--- src/rtl/core/ira_pkg.sv ---
// ----------------------------------------------------------------------------
// ira_pkg: shared constants and types for the interval room allocator
// Sizes, cell bus and control state codes.
// ----------------------------------------------------------------------------
package ira_pkg;

  localparam int unsigned MaxCustomers = 64;
  localparam int unsigned TimeBits     = 30;
  localparam int unsigned IdxW         = $clog2(MaxCustomers);
  localparam int unsigned CntW         = $clog2(MaxCustomers + 1);

  // Booking as it travels along the cell chain
  typedef struct packed {
    logic [TimeBits-1:0] arr;
    logic [TimeBits-1:0] dep;
    logic [IdxW-1:0]     idx;
  } bk_t;

  // Slot of the room store: last departure and room number
  typedef struct packed {
    logic [TimeBits-1:0] dep;
    logic [CntW-1:0]     room;
  } slot_t;

  typedef enum logic [4:0] {
    StLoad  = 5'b00001,
    StSort  = 5'b00010,
    StAlloc = 5'b00100,
    StPick  = 5'b01000,
    StEmit  = 5'b10000
  } state_e;

  // Ordering of two bookings: arrival, then departure, then load index
  function automatic logic bk_before(bk_t a, bk_t b);
    if (a.arr != b.arr) return a.arr < b.arr;
    if (a.dep != b.dep) return a.dep < b.dep;
    return a.idx < b.idx;
  endfunction

  // Slot a wins over slot b: earlier departure, on a tie higher room
  function automatic logic slot_wins(slot_t a, slot_t b);
    if (a.dep != b.dep) return a.dep < b.dep;
    return a.room > b.room;
  endfunction

endpackage

--- src/rtl/core/ira_sort_cell.sv ---
// ----------------------------------------------------------------------------
// ira_sort_cell: one cell of the insertion sort chain
// Keeps the smaller booking and passes the larger one on; in shift mode it hands its content on.
// ----------------------------------------------------------------------------
module ira_sort_cell import ira_pkg::*; (
  input  logic clk_i,
  input  logic rst_ni,
  input  logic clr_i,     // empty the cell
  input  logic shift_i,   // shift mode: hand content to the right neighbour
  input  logic in_vld_i,
  input  bk_t  in_bk_i,
  output logic out_vld_o,
  output bk_t  out_bk_o
);

  logic vld_q, vld_d, ovld_q, ovld_d;
  bk_t  bk_q, bk_d, obk_q, obk_d;

  always_comb begin
    vld_d  = vld_q;
    bk_d   = bk_q;
    ovld_d = 1'b0;
    obk_d  = in_bk_i;
    if (clr_i) begin
      vld_d = 1'b0;
    end else if (shift_i) begin
      ovld_d = vld_q;
      obk_d  = bk_q;
      vld_d  = in_vld_i;
      bk_d   = in_bk_i;
    end else if (in_vld_i) begin
      if (!vld_q) begin
        vld_d = 1'b1;
        bk_d  = in_bk_i;
      end else if (bk_before(in_bk_i, bk_q)) begin
        bk_d   = in_bk_i;
        ovld_d = 1'b1;
        obk_d  = bk_q;
      end else begin
        ovld_d = 1'b1;
      end
    end
  end

  always_ff @(posedge clk_i or negedge rst_ni) begin
    if (!rst_ni) begin
      vld_q  <= 1'b0;
      ovld_q <= 1'b0;
    end else begin
      vld_q  <= vld_d;
      ovld_q <= ovld_d;
    end
  end

  always_ff @(posedge clk_i) begin
    bk_q  <= bk_d;
    obk_q <= obk_d;
  end

  assign out_vld_o = shift_i ? vld_q : ovld_q;
  assign out_bk_o  = shift_i ? bk_q : obk_q;

endmodule

--- config.mk ---
export PLATFORM = sky130hd
export DESIGN_NAME = ira_sort_cell
export DESIGN_NICKNAME = d
export VERILOG_FILES = /design/src/rtl/core/ira_pkg.sv /design/src/rtl/core/ira_sort_cell.sv
export SDC_FILE = /design/constraint.sdc
export NUM_CORES = 1
export LEC_CHECK = 0
export BUFFER_PORTS_ARGS = -buffer_cell sky130_fd_sc_hd__buf_4
export CAP_MARGIN = 0
export CORE_ASPECT_RATIO = 2
export CORE_UTILIZATION = 38
export CTS_CLUSTER_SIZE = 20
export DETAILED_ROUTE_END_ITERATION = 10
export SLEW_MARGIN = 20
export SYNTH_ARGS = -nofsm -noshare
export SYNTH_HDL_FRONTEND = slang
export SYNTH_SLANG_ARGS = --single-unit
--- constraint.sdc ---
create_clock -name clk_i -period 9.7 [get_ports clk_i]
set_clock_uncertainty 0.05 [all_clocks]
set_input_delay 0.485 -clock clk_i [delete_from_list [all_inputs] [get_ports clk_i]]
set_output_delay 0.485 -clock clk_i [all_outputs]
set_load 0.05 [all_outputs]
==> flow_summary_export.csv <==
group,metric,value,unit
layout,n_fill_cell,1579,
grt,grt_first_pass_wirelength,24300,um
pwr,power.internal,0.00124,W
drt,post_drt_wl_per_cell,16.7,um
floorplan,initial_utilization,0.385,
worst_setup_path,worst_ep_arrival_time,4740,ps
yosys,syn_area_per_cell,12.8,um2
drt,vias_per_cell,5.01,
floorplan,fp.dieH,191,um
worst_setup_path,r2r_cells,10,
grt,grt_max_degree,73,
timing,period_share,0.463,
timing,fmax,223,MHz
timing,setup_violations,0,
worst_setup_path,critPathRequiredTime,9950,ps
timing,slew_headroom,0.326,
timing,rsz0062_at_grt,"no",
grt,grt_usage,0.170,
timing,worst_slack,5210,ps
yosys,synth_nets,668,
job,cap_violations,0,
drt,final_antenna_net_count,0,
worst_setup_path,start_kind,"register",
grt,grt_util_met1,0.170,
clock_tree,cts.sinks,134,
layout,final_cell_mix,"buf_4 (139), mux2_2 (93), inv_1 (68)",
floorplan,io_pins,138,
timing,min_period,4490,ps
layout,final_common_cell,"buf_4",
yosys,ys_ff_latch,134,
worst_setup_path,crit_type,"register to register",
timing,drv_slew,0,
pwr,switching_power,0.000464,W
clock_tree,htree_levels,4,
worst_hold_path,hold_depth,2,
pwr,powerDensity,196,nW/um2
worst_setup_path,rrSetupSlack,5210,ps
worst_setup_path,r2r_start,"bk_q[48]",
worst_setup_path,cp_max_fo,49,
pwr,vdd_ir_drop_max,0.114,mV
clock_tree,cts_setup_buffers,0,
drt,vias,4519,
layout,fin_nets,812,
clock_tree,clk_pin_slew_worst_paths,60,ps
run_status,status,"completed",
clock_tree,tritoncts.num_buffers,17,
drt,first_iter_violations,78,
placement,dp_cells,869,
layout,fin_cells,902,
worst_setup_path,r2r-end,"obk_q[24]",
placement,post-place-ws,4870,ps
worst_hold_path,hold_class,"input pin to register",
yosys,synth_warnings,0,
yosys,synth_edf_count,66,
floorplan,die_area,18500,um2
clock_tree,clock-root-buffer,"clkbuf_16",
layout,utilization,0.492,
pwr,swShare,0.272,
layout,antenna_cells,0,
drt,first_pass_iters,4,
floorplan,core,17700,um2
pwr,p_leak,3.96,nW
clock_tree,cts_tree,"built",
yosys,async_flop_share,0.0149,
timing,final.setup.tns,0,ps
yosys,syn_inst,532,
clock_tree,clk_latency,420,ps
layout,area_delta_synth_final,27.7,%
grt,top_usage_layer,"met2",
grt,antenna_found_initial,0,
yosys,synth_ff_type,"edfxtp_1",
yosys,yosys.cell_types.count,35,
floorplan,rows,69,
drt,drc_errors,0,
timing,hold_violations,0,
pwr,combinationalPowerShare,0.198,
timing,worst_pin_slew,1010,ps
layout,drive_above_1_share,0.446,
worst_setup_path,end_kind,"register",
worst_hold_path,hp-start,"clr_i",
yosys,ys_seq_area_frac,0.492,
clock_tree,cts_resized,0,
grt,grtUsageMet3,0.0358,
drt,drt_wl_total,15100,um
placement,place_congestion,0.740,
floorplan,die_w,96.7,um
pwr,seqPwrFrac,0.386,
grt,gr-total-overflow,0,
placement,port_buffers,137,
grt,use_met2,0.326,
grt,grt_pass1_vias,4868,
placement,place_hpwl,10900,um
worst_hold_path,hold_end,"vld_q",
pwr,clkPwrFrac,0.415,
yosys,netlist_area,6820,um2
clock_tree,cts_buffer_depth,2,
-- flip-flops by register name, summed over array words and instances, names as in the netlist --
signal	flops
bk_q	66
vld_q	1
ovld_q	1
obk_q	66
-- repair_timing --
item,in CTS,in global routing
hold buffers,1,0
endpoints found under the setup margin,0,0
hold endpoints to repair,2,0
-- worst max-delay path: stages, from the launching register on --
cell and delay [ps]:
edfxtp_1 380, inv_1 50, ha_1 290, nand4_1 190, nor4_1 760, nor3_1 140, a31oi_1 230, nor4_1 130
o31ai_4 830, buf_4 850, mux2_2 410
-- stage by stage --
step / hold slack, ps / power, W / cell area (um2)
floorplan: 139 / 0.000905 / 6820
global placement: 218 / 0.00101 / 8050
detailed placement: 221 / 0.00101 / 8050
CTS: 146 / 0.00173 / 8710
global route: 166 / 0.00178 / 8710
finish: 174 / 0.00171 / 8710
-- worst max path at each step --
stage                     start         to  slack, ps  cells past startpoint
floorplan           in_bk_i[35]    bk_q[0]       4000                      8
global placement    in_bk_i[49]   bk_q[31]       4880                     10
detailed placement  in_bk_i[47]   bk_q[38]       4870                     10
CTS                    bk_q[48]   bk_q[40]       5060                     10
global route           bk_q[48]   bk_q[31]       4910                     10
finish                 bk_q[48]  obk_q[24]       5210                     10
-- cells by family (layout without fill, tap and decap cells) --
family | count (synthesis) | count (layout) | synth area share
flip-flops | 134 | 134 | 0.492
adder cells (fa/ha/maj) | 65 | 65 | 0.119
AND/OR/NAND/NOR | 66 | 66 | 0.0492
multiplexers | 133 | 133 | 0.242
buffers and inverters | 83 | 240 | 0.0516
AO/OA/AOI/OAI | 51 | 51 | 0.0463
-- Yosys cell counts (2+ instances only) --
library cell / instances / area (um2)
a211oi_1: 4 / 30.0
a21boi_0: 3 / 22.5
a21oi_1: 24 / 120
a31oi_1: 2 / 12.5
buf_1: 5 / 18.8
buf_2: 2 / 10.0
buf_6: 5 / 56.3
clkbuf_1: 3 / 11.3
dfrtp_1: 2 / 50.1
dfxtp_1: 66 / 1320
edfxtp_1: 66 / 1980
ha_1: 65 / 813
inv_1: 68 / 255
mux2_2: 93 / 1050
mux2_4: 40 / 601
nand2_1: 14 / 52.6
nand2b_1: 6 / 37.5
nand3_1: 5 / 25.0
nand4_1: 12 / 75.1
nor2_1: 17 / 63.8
nor3_1: 4 / 20.0
nor4_1: 4 / 25.0
o21ai_0: 9 / 45.0
o31ai_1: 2 / 15.0
-- routing by layer --
metal  routed length (um)  vias to the layer above
met4                  438                        0
met1                 5670                     2188
met3                  478                       26
met2                 8520                       99
li1                     -                     2206
met5                    0                        -
-- power by group through the flow --
stage,Sequential [W],Clock (W),Combinational (W)
after CTS,0.000660,0.000727,0.000343
after floorplan,0.000667,0,0.000239
after global routing,0.000665,0.000748,0.000364
final,0.000660,0.000709,0.000338
after detailed placement,0.000672,0,0.000342
after global placement,0.000669,0,0.000337
-- layout make-up --
class	count	area (um2)	share of cell area
inverters	68	255	0.0293
clock buffers	19	443	0.0509
clock inverters	13	204	0.0234
repair buffers	140	1050	0.121
well taps	213	267	0.0306
flip-flops and latches	134	3350	0.385
multi-input cells	315	3130	0.360
Power figures use the tool's default switching activity.
