<file path="src/rtl/core/ira_ram.sv">
// ----------------------------------------------------------------------------
// ira_ram: generic single-port-write, one-read RAM with registered read
// ----------------------------------------------------------------------------
module ira_ram #(
  parameter int unsigned Width = 8,
  parameter int unsigned Depth = 64
) (
  input  logic                     clk_i,
  input  logic                     we_i,
  input  logic [$clog2(Depth)-1:0] waddr_i,
  input  logic [Width-1:0]         wdata_i,
  input  logic [$clog2(Depth)-1:0] raddr_i,
  output logic [Width-1:0]         rdata_o
);

  logic [Width-1:0] mem_q [Depth];

  always_ff @(posedge clk_i) begin
    if (we_i) begin
      mem_q[waddr_i] <= wdata_i;
    end
    rdata_o <= mem_q[raddr_i];
  end

endmodule

</file>
<file path="config.mk">
export PLATFORM = sky130hd
export DESIGN_NAME = ira_ram
export DESIGN_NICKNAME = d
export VERILOG_FILES = /design/src/rtl/core/ira_ram.sv
export SDC_FILE = /design/constraint.sdc
export NUM_CORES = 1
export LEC_CHECK = 0
export ABC_AREA = 1
export BUFFER_PORTS_ARGS = -buffer_cell sky130_fd_sc_hd__buf_2
export CORE_ASPECT_RATIO = 0.7
export CORE_MARGIN = 2
export CORE_UTILIZATION = 33
export DETAILED_ROUTE_END_ITERATION = 8
export GPL_TIMING_DRIVEN = 0
export SLEW_MARGIN = 20
export SYNTH_ARGS = -nofsm -noshare
export SYNTH_HDL_FRONTEND = slang
export SYNTH_SLANG_ARGS = --single-unit
</file>
<file path="constraint.sdc">
create_clock -name clk_i -period 2.49 [get_ports clk_i]
set_input_delay 0.1245 -clock clk_i [delete_from_list [all_inputs] [get_ports clk_i]]
set_output_delay 0.1245 -clock clk_i [all_outputs]
set_load 0.02 [all_outputs]
</file>
==> results of run 1 <==
where the power goes:
group	total, mW	internal, mW	switching (mW)
clock network	7.54	4.32	3.22
logic	1.39	0.336	1.05
registers	9.70	9.68	0.0176
total	18.6	14.3	4.28
cell usage in the layout (no fill, tap or decap):
cell type and n:
edfxtp_1 512, diode_2 1, clkinv_2 7, buf_4 24
inv_2 1, dlygate4sd3_1 1, buf_8 2, buf_12 1
inv_1 10, nand3_1 439, buf_2 55, clkinvlp_4 2
buf_6 35, nand4_1 9, nor2_1 56, clkinv_4 1
dfxtp_1 8, clkbuf_8 1, bufinv_16 7, inv_6 2
clkbuf_1 28, nor4_2 8, clkinv_8 1, clkbuf_16 48
nand2_1 648, clkinv_1 7, buf_1 10
flip-flops by register name (all words and copies together) (netlist names):
| register | count |
|---|---|
| rdata_o | 8 |
| mem_q | 512 |
cell usage after synthesis:
cell | count | area share (%)
nand2_1 | 648 | 11
edfxtp_1 | 512 | 72
nand3_1 | 439 | 10
nor2_1 | 56 | 0.99
buf_2 | 37 | 0.87
buf_6 | 35 | 1.8
clkbuf_1 | 15 | 0.26
buf_4 | 14 | 0.49
buf_1 | 10 | 0.18
inv_1 | 10 | 0.18
nand4_1 | 9 | 0.26
dfxtp_1 | 8 | 0.75
nor4_1 | 8 | 0.23
buf_8 | 2 | 0.14
inv_2 | 1 | 0.018
inv_6 | 1 | 0.041
critical path, delay by kind of cell:
kind,cells,cell delay (ns)
and+or+nand+nor,2,1.84
buffers and inverters,2,0.64
timing repair:
item,4_1_cts,5_1_grt
setup endpoints to repair,0,0
endpoints found under the hold margin,4,0
hold buffers,1,0
layer usage:
metal | global-route usage [%] | routed length [um]
met5 | 0 | 40
met1 | 31.3 | 30300
met3 | 5.64 | 8740
met4 | 3.24 | 787
met2 | 25.9 | 25600
per-stage QoR:
step	instance area, um^2	worst slack, ns	setup TNS (ns)
6_report	24200	0.0672	0
5_1_grt	24200	0.0909	0
4_1_cts	24200	0.206	0
3_5_place_dp	22600	-0.411	-62.72
3_3_place_gp	22500	-0.289	-14.94
2_1_floorplan	21300	0.599	0
area by class of cell:
type	count	area (um^2)	share of cell area [%]
sequential	520	15500	64.2
timing repair buffer	30	195	0.806
clock buffer	62	1260	5.22
buffer	113	808	3.34
multi-input combinational	1160	5000	20.6
antenna	1	2.50	0.0103
tap	829	1040	4.28
inverter	12	50.0	0.207
clock inverter	26	320	1.32
worst max path at each step:
stage	slack [ns]	end	startpoint
floorplan	0.60	mem_q[48][0]	we_i
global placement	-0.29	mem_q[54][1]	we_i
detailed placement	-0.41	mem_q[28][6]	waddr_i[0]
CTS	0.21	mem_q[28][0]	waddr_i[0]
global route	0.09	mem_q[28][7]	waddr_i[0]
finish	0.07	mem_q[28][7]	waddr_i[0]
logic make-up (layout without fill, tap and decap cells):
| logic type | Yosys count | in the layout | synth area share, % |
|---|---|---|---|
| flip-flops | 520 | 520 | 72.8 |
| AND/OR/NAND/NOR | 1160 | 1160 | 23.2 |
| buffers and inverters | 125 | 243 | 4.02 |
| other | 0 | 1 | 0 |
==> results.md, run 1 <==
Outcome:
- The flow ran to the end, and the final reports show no timing, DRC or antenna violations.

Timing:
- The tightest hold margin is 0.115 ns.
- Counting I/O delays and the setup requirement, the final critical path takes 2.42 ns.
- The final cycle utilization of the critical path is 97.3%.
- The final-report max-slew violation count is 0.
- The number of failing hold endpoints at the final stage was 0.
- Setup repair after global routing left no endpoint under its margin.
- The final setup violation count is 0.
- At the pin with the least slew margin, the transition time is 1.07 ns.
- Static timing analysis puts the maximum clock frequency at 413 MHz.
- The clock skew after layout is 0.0164 ns.
- Measured against its own limit, the worst slew margin works out to 28.2%.

Place:
- The number of input and output port buffers inserted is 21.
- The number of placed instances with taps included is 2663.
- The sum of net half-perimeters after detailed placement is 45600 um.
- The final weighted congestion in routability-driven placement is 0.955.

Routing:
- The number of design rule violations left after detail routing is 0.
- The violation count after the first detailed-route iteration is 2106.
- The final antenna-violating net count is 0.
- The number of detailed-routing iterations run before antenna repair is 6.
- Wires add up to 65500 um.
- The final route contains 14600 vias.
- Dividing the detail-routed wire length by the instance count gives 23.8 um.
- Using the TritonRoute via totals, the vias-per-cell ratio works out to 5.32.

Power:
- The cell leakage power is ~8.6 nW.
- The post-route total power is between 15 and 20 mW.
- Across the VDD grid, the largest voltage drop is approximately 0.00058 V.
- The power density relative to cell area is 769 nW/um^2.

Critical path:
- The worst register-to-register path has a depth of 8.
- Data arrives at the worst endpoint at 2.61 ns.
- For this run, the slowest stage of the critical path takes 1.10 ns.
- The critical path goes through clkbuf_1, inv_1, nand4_1, nor2_1.
- The cell with the largest stage delay on the worst path is nor2_1.
- The setup slack on the worst flop-to-flop path is 0.92 ns.
- The beginning of the worst register-to-register path is mem_q[59][4].
- Data on the critical path is required at its endpoint by ~2.7 ns.
- The endpoint type of the worst setup path is a flop.
- Along the worst path, the maximum fanout reaches 9.
- In this run the critical register-to-register path is captured at rdata_o[4].
- The worst setup path is launched from an input port.
- The worst setup path is of the in -> reg kind.

Synth:
- Summing every instance area after synthesis gives 21300 um^2.
- The number of nets in the synthesized netlist is about 1800.
- Synthesis handed over a netlist of 1805 instances.
- The distinct cell type count after synthesis is 16.
- The post-synthesis sequential area ratio is 72.8%.
- Averaged over all synthesized cells, the footprint is about 12 um^2.
- The count of state elements after synthesis is 520.
- The count of synthesis-stage warnings from yosys is 0.

Global routing:
- Entering global routing, the biggest net connects 65 pins.
- The first global-routing pass estimated 93900 um of wire.
- Across every metal layer, demand over resource in global routing totals 19.5%.
- Global routing finished with a remaining overflow of 0.
- The initial antenna violation count came to 7.
- The number of global-route vias before repair was 13500.

Layout:
- The number of fill cells in the layout is 6097.
- The post-route core utilization is 38.1%.
- For this run, the number of standard cells in the final layout without fillers is 2753.
- The ratio of cells with drive above 1 in the final layout is about 10%.
- The area added between synthesis and finish is 13.4%.
- At the end of the flow, the number of nets in the layout was about 1900.

Clocking:
- CTS built an H-tree with a depth of 2.
- The clock insertion delay at the later pin of the skew report is a little under 0.6 ns.
- The tree is rooted in a clkbuf_16.
- The post-cts repair resize count is 0.
- The TritonCTS clock tree is built.
- The total number of clock tree sinks is 520.
- Once the clock tree was built, the setup fixing pass inserted 0 buffers.
- The clock transition at the register clock pins on the worst setup and hold paths after CTS is 0.07 ns.
- The TritonCTS buffer count is 47.
- In this run the deepest clock path goes through 3 buffers.

Worst hold path:
- The worst hold path terminates at rdata_o[3].
- The classification of the worst-slack hold path is in -> reg.
- The startpoint of the lowest-slack hold path is raddr_i[5].
- Counting instances, the worst hold path has a depth of 3.

Floorplanning:
- The floorplan step defined a die boundary enclosing 66700 um^2.
- From bottom edge to top edge, the die measures 217 um.
- The boundary pin count is 30.
- In this run the core area contains 77 standard-cell rows.
- The floorplan step set the die width to 308 um.
- The standard cell core area is between 60000 and 70000 um^2.
- The initial standard-cell utilization of the core is 33.6%.

Flow run:
- The max capacitance violation total is 0.
No activity file was read; power rests on OpenSTA's default activity.
==> run 2, diff against run 1 <==
--- a/config.mk
+++ b/config.mk
@@ -12,6 +12,7 @@
 export CORE_UTILIZATION = 33
 export DETAILED_ROUTE_END_ITERATION = 8
 export GPL_TIMING_DRIVEN = 0
+export PLACE_DENSITY = 0.52
 export SLEW_MARGIN = 20
 export SYNTH_ARGS = -nofsm -noshare
 export SYNTH_HDL_FRONTEND = slang
==> run 2 against run 1 <==
Against the previous run:
- routed wire length increased by 5.1%
- core utilization about the same
- die area stayed put
- critical path type unchanged
- design area hardly changed
- highest routed layer unchanged
- power is 1.6% lower
- clock skew rose by 0.020 ns
==> results.md, run 2 (same netlist as run 1, synthesis figures left out) <==
Layout:
- The filler cells instantiated in the layout total 6128.
- Summing all multi-input logic gate instances after layout gives 5000 um^2.
- The area added between synthesis and finish is 13.4%.
- Of the cells placed in the final design, the portion with a size suffix greater than 1 is 10.3%.
- The largest registers in the layout are mem_q x512, rdata_o x8.
- The area used by sequential logic in the layout is 15500 um^2.
- Once layout is complete, the cells apart from fillers number 2758.
- In the layout the commonest cells are nand2_1 (648), edfxtp_1 (512), nand3_1 (439), buf_2 (55), nor2_1 (54).
- The register with the most flip-flops in the layout has a little over 500 of them.
- Counting flops per register, the top entry is mem_q.
- After routing the design area is 24200 um^2.
- The number of nets in the final layout is ~1900.
- The library cell used most frequently in the layout, excluding fill and tap cells, is nand2_1.

Clocking:
- The clock transition at the register clock pins on the worst setup and hold paths after CTS is 0.06 ns.
- Clock tree synthesis inserted a total of 49 buffers.
- The clock passes through at most 3 buffers.
- In this run the clock root is driven by a clkbuf_16.
- TritonCTS built the clock tree.
- The H-tree generated during clock tree synthesis spans 2 levels.
- The clock insertion delay at the later pin of the skew report is 0.59 ns.
- The total number of clock tree sinks is 520.

Floorplanning:
- The floorplan step set the die height to 217 um.
- The placement row count is 77.
- After floorplanning, the core was sized to cover 63600 um^2.
- The boundary pin count is 30.
- The initial utilization of the core area, before any placement, comes to 33.6%.
- The die boundary width is 308 um.
- The total die area is 66700 um^2.

Place:
- The worst slack after detailed placement is -0.587 ns.
- The number of placed instances, taps included, is 2666.
- The final weighted congestion in routability-driven placement is 0.938.
- The number of input and output port buffers inserted is 21.
- In this run the cell area measured after placement is about 23000 um^2.
- The sum of net half-perimeters after detailed placement is 48100 um.

Timing:
- The final cycle utilization of the critical path is 96.2%.
- The worst-case setup margin in the final layout is 0.0956 ns.
- The smallest clock period supported by the final layout is computed as 2.39 ns.
- At the pin with the least slew margin, the transition time is 1.07 ns.
- Between clock sinks in the finished design, the worst skew comes to 0.0367 ns.
- The final-report max-slew violation count came to 0.
- The setup TNS after final layout is 0 ns.
- The number of failing hold endpoints at the final stage is 0.
- Setup violations remaining at the end of the flow were counted as 0.
- The highest clock rate is about 420 MHz.
- Measured against its own limit, the worst slew margin works out to 28.1%.
- Setup repair after global routing left no endpoint under its margin.

Global routing:
- The maximum number of pins on one net before global-route repair is 65.
- The first global-routing pass estimated 96800 um of wire.
- Summed over all layers, the global routing overflow is 0.
- In the global route stage, met2 resource usage came out at 26.8%.
- The fraction of met3 tracks used by global routing is about 8%.
- The combined global-route utilization of all metal layers is just over 20%.
- The number of global-route vias before repair is 13500.
- In this run the most used layer during global routing was met1.
- Global routing used 31.5% of the available met1 tracks.
- The initial antenna violation count was 2.

Critical path:
- The number of logic stages on the critical path including buffering is 4.
- The cell with the largest stage delay on the worst path is nor2_1.
- The class of the most critical setup path is in -> reg.
- The startpoint identified for the worst register-to-register timing path is mem_q[51][0].
- For the worst setup path, the data required time is 2.67 ns.
- Counting both buffers and inverters, the worst setup path holds a total of 2.
- The signal on the critical path passes through clkbuf_1, inv_1, nand4_1, nor2_1.
- The family with the most delay on the worst path is simple AND/OR/NAND/NOR gates.
- The depth of the worst register-to-register path is 8.
- In this run the worst path has a maximum fanout of 9.
- STA classifies the critical path startpoint as an input port.
- Data arrives at the worst endpoint at around 2.6 ns.
- The endpoint type of the worst setup path is a flop.
- The endpoint identified for the worst register-to-register timing path is rdata_o[0].
- The setup slack on the worst flop-to-flop path is 0.87 ns.
- The worst stage delay on the critical path is 1.02 ns.

Power:
- Across the VDD grid, the largest voltage drop is 0.000495 V.
- The analysis attributes to cell leakage a power of 8.62 nW.
- The post-route total power is around 18 mW.
- Power spread over the standard cell area amounts to 757 nW/um^2.

Worst hold path:
- The end point of the most critical hold path is rdata_o[2].
- In this run the worst hold path is classified as in -> reg.
- The worst hold path passes through 3 cells.
- In this run the most critical hold path is launched from raddr_i[5].

Routing:
- The final antenna-violating net count is 0.
- The pre-antenna-repair detailed-routing pass consisted of 6 iterations.
- Dividing the detail-routed via count by the number of cells gives around 5.3.
- The via count is 14500.
- The violation count after the first detailed-route iteration is 1654.
- The number of design rule violations left after detail routing is 0.
- For this block, the routed nets add up to 68900 um of wire.
- The detail-routed net length per standard cell is 25.0 um.

Flow run:
- The max capacitance violation total is 0.

Outcome:
- The run finished with clean final reports.
run 2: changes by cell type in the layout (fill, tap and decap cells not counted), moves of 2 or more:
cell | previous run | this run
bufinv_16 | 7 | 2
clkbuf_16 | 48 | 51
clkinv_1 | 7 | 10
clkinvlp_4 | 2 | 4
dlygate4sd3_1 | 1 | 3
nor2_1 | 56 | 54
nor2_2 | 0 | 2
run 2: metrics by stage:
stage	hold WS, ns	util, %
after floorplan	0.223	-
after global placement	0.542	35.4
after detailed placement	0.543	35.6
after CTS	0.0892	38.1
after global routing	0.163	38.1
final	0.145	38.1
run 2: layout make-up:
| cell class | instances | share of cell area (%) |
|---|---|---|
| Buffer | 113 | 3.34 |
| Tap cell | 829 | 4.29 |
| Inverter | 12 | 0.207 |
| Multi-Input combinational cell | 1160 | 20.7 |
| Sequential cell | 520 | 64.2 |
| Clock buffer | 63 | 5.46 |
| Timing Repair Buffer | 35 | 1.12 |
| Clock inverter | 25 | 0.729 |
| Antenna cell | 1 | 0.0103 |
run 2: worst register-to-register path, stage by stage (launching register included):
cell and delay, ns:
edfxtp_1 0.36, nand2_1 0.07, nand3_1 0.08, nand3_1 0.30, nand2_1 0.14, nand2_1 0.08
nand3_1 0.07, nand3_1 0.11, nand2_1 0.21
run 2: how the worst max path moves through the flow:
stage,startpoint,end,slack [ns]
after global routing,waddr_i[0],mem_q[6][6],0.03
after CTS,waddr_i[1],mem_q[29][7],0.06
after detailed placement,waddr_i[0],mem_q[28][1],-0.59
final,waddr_i[0],mem_q[6][6],0.1
after global placement,we_i,mem_q[52][0],-0.55
after floorplan,we_i,mem_q[48][0],0.60
run 2: what timing repair did:
item,in CTS,in global routing
hold buffers,3,0
setup buffers,0,0
resized for setup,1,1
endpoints found under the setup margin,7,8
endpoints found under the hold margin,25,0
run 2: per-layer routing:
layer	wire length (um)	share of wire, %
met5	24	0.035
met1	32400	47
met3	8720	13
met4	946	1.4
met2	26800	39
run 2: power by group:
group	internal (mW)	total [mW]	leakage (nW)	switching [mW]
sequential	9.69	9.70	4.67	0.0174
combinational	0.346	1.43	3.23	1.09
clock	3.94	7.18	0.723	3.24
total	14.0	18.3	8.62	4.34
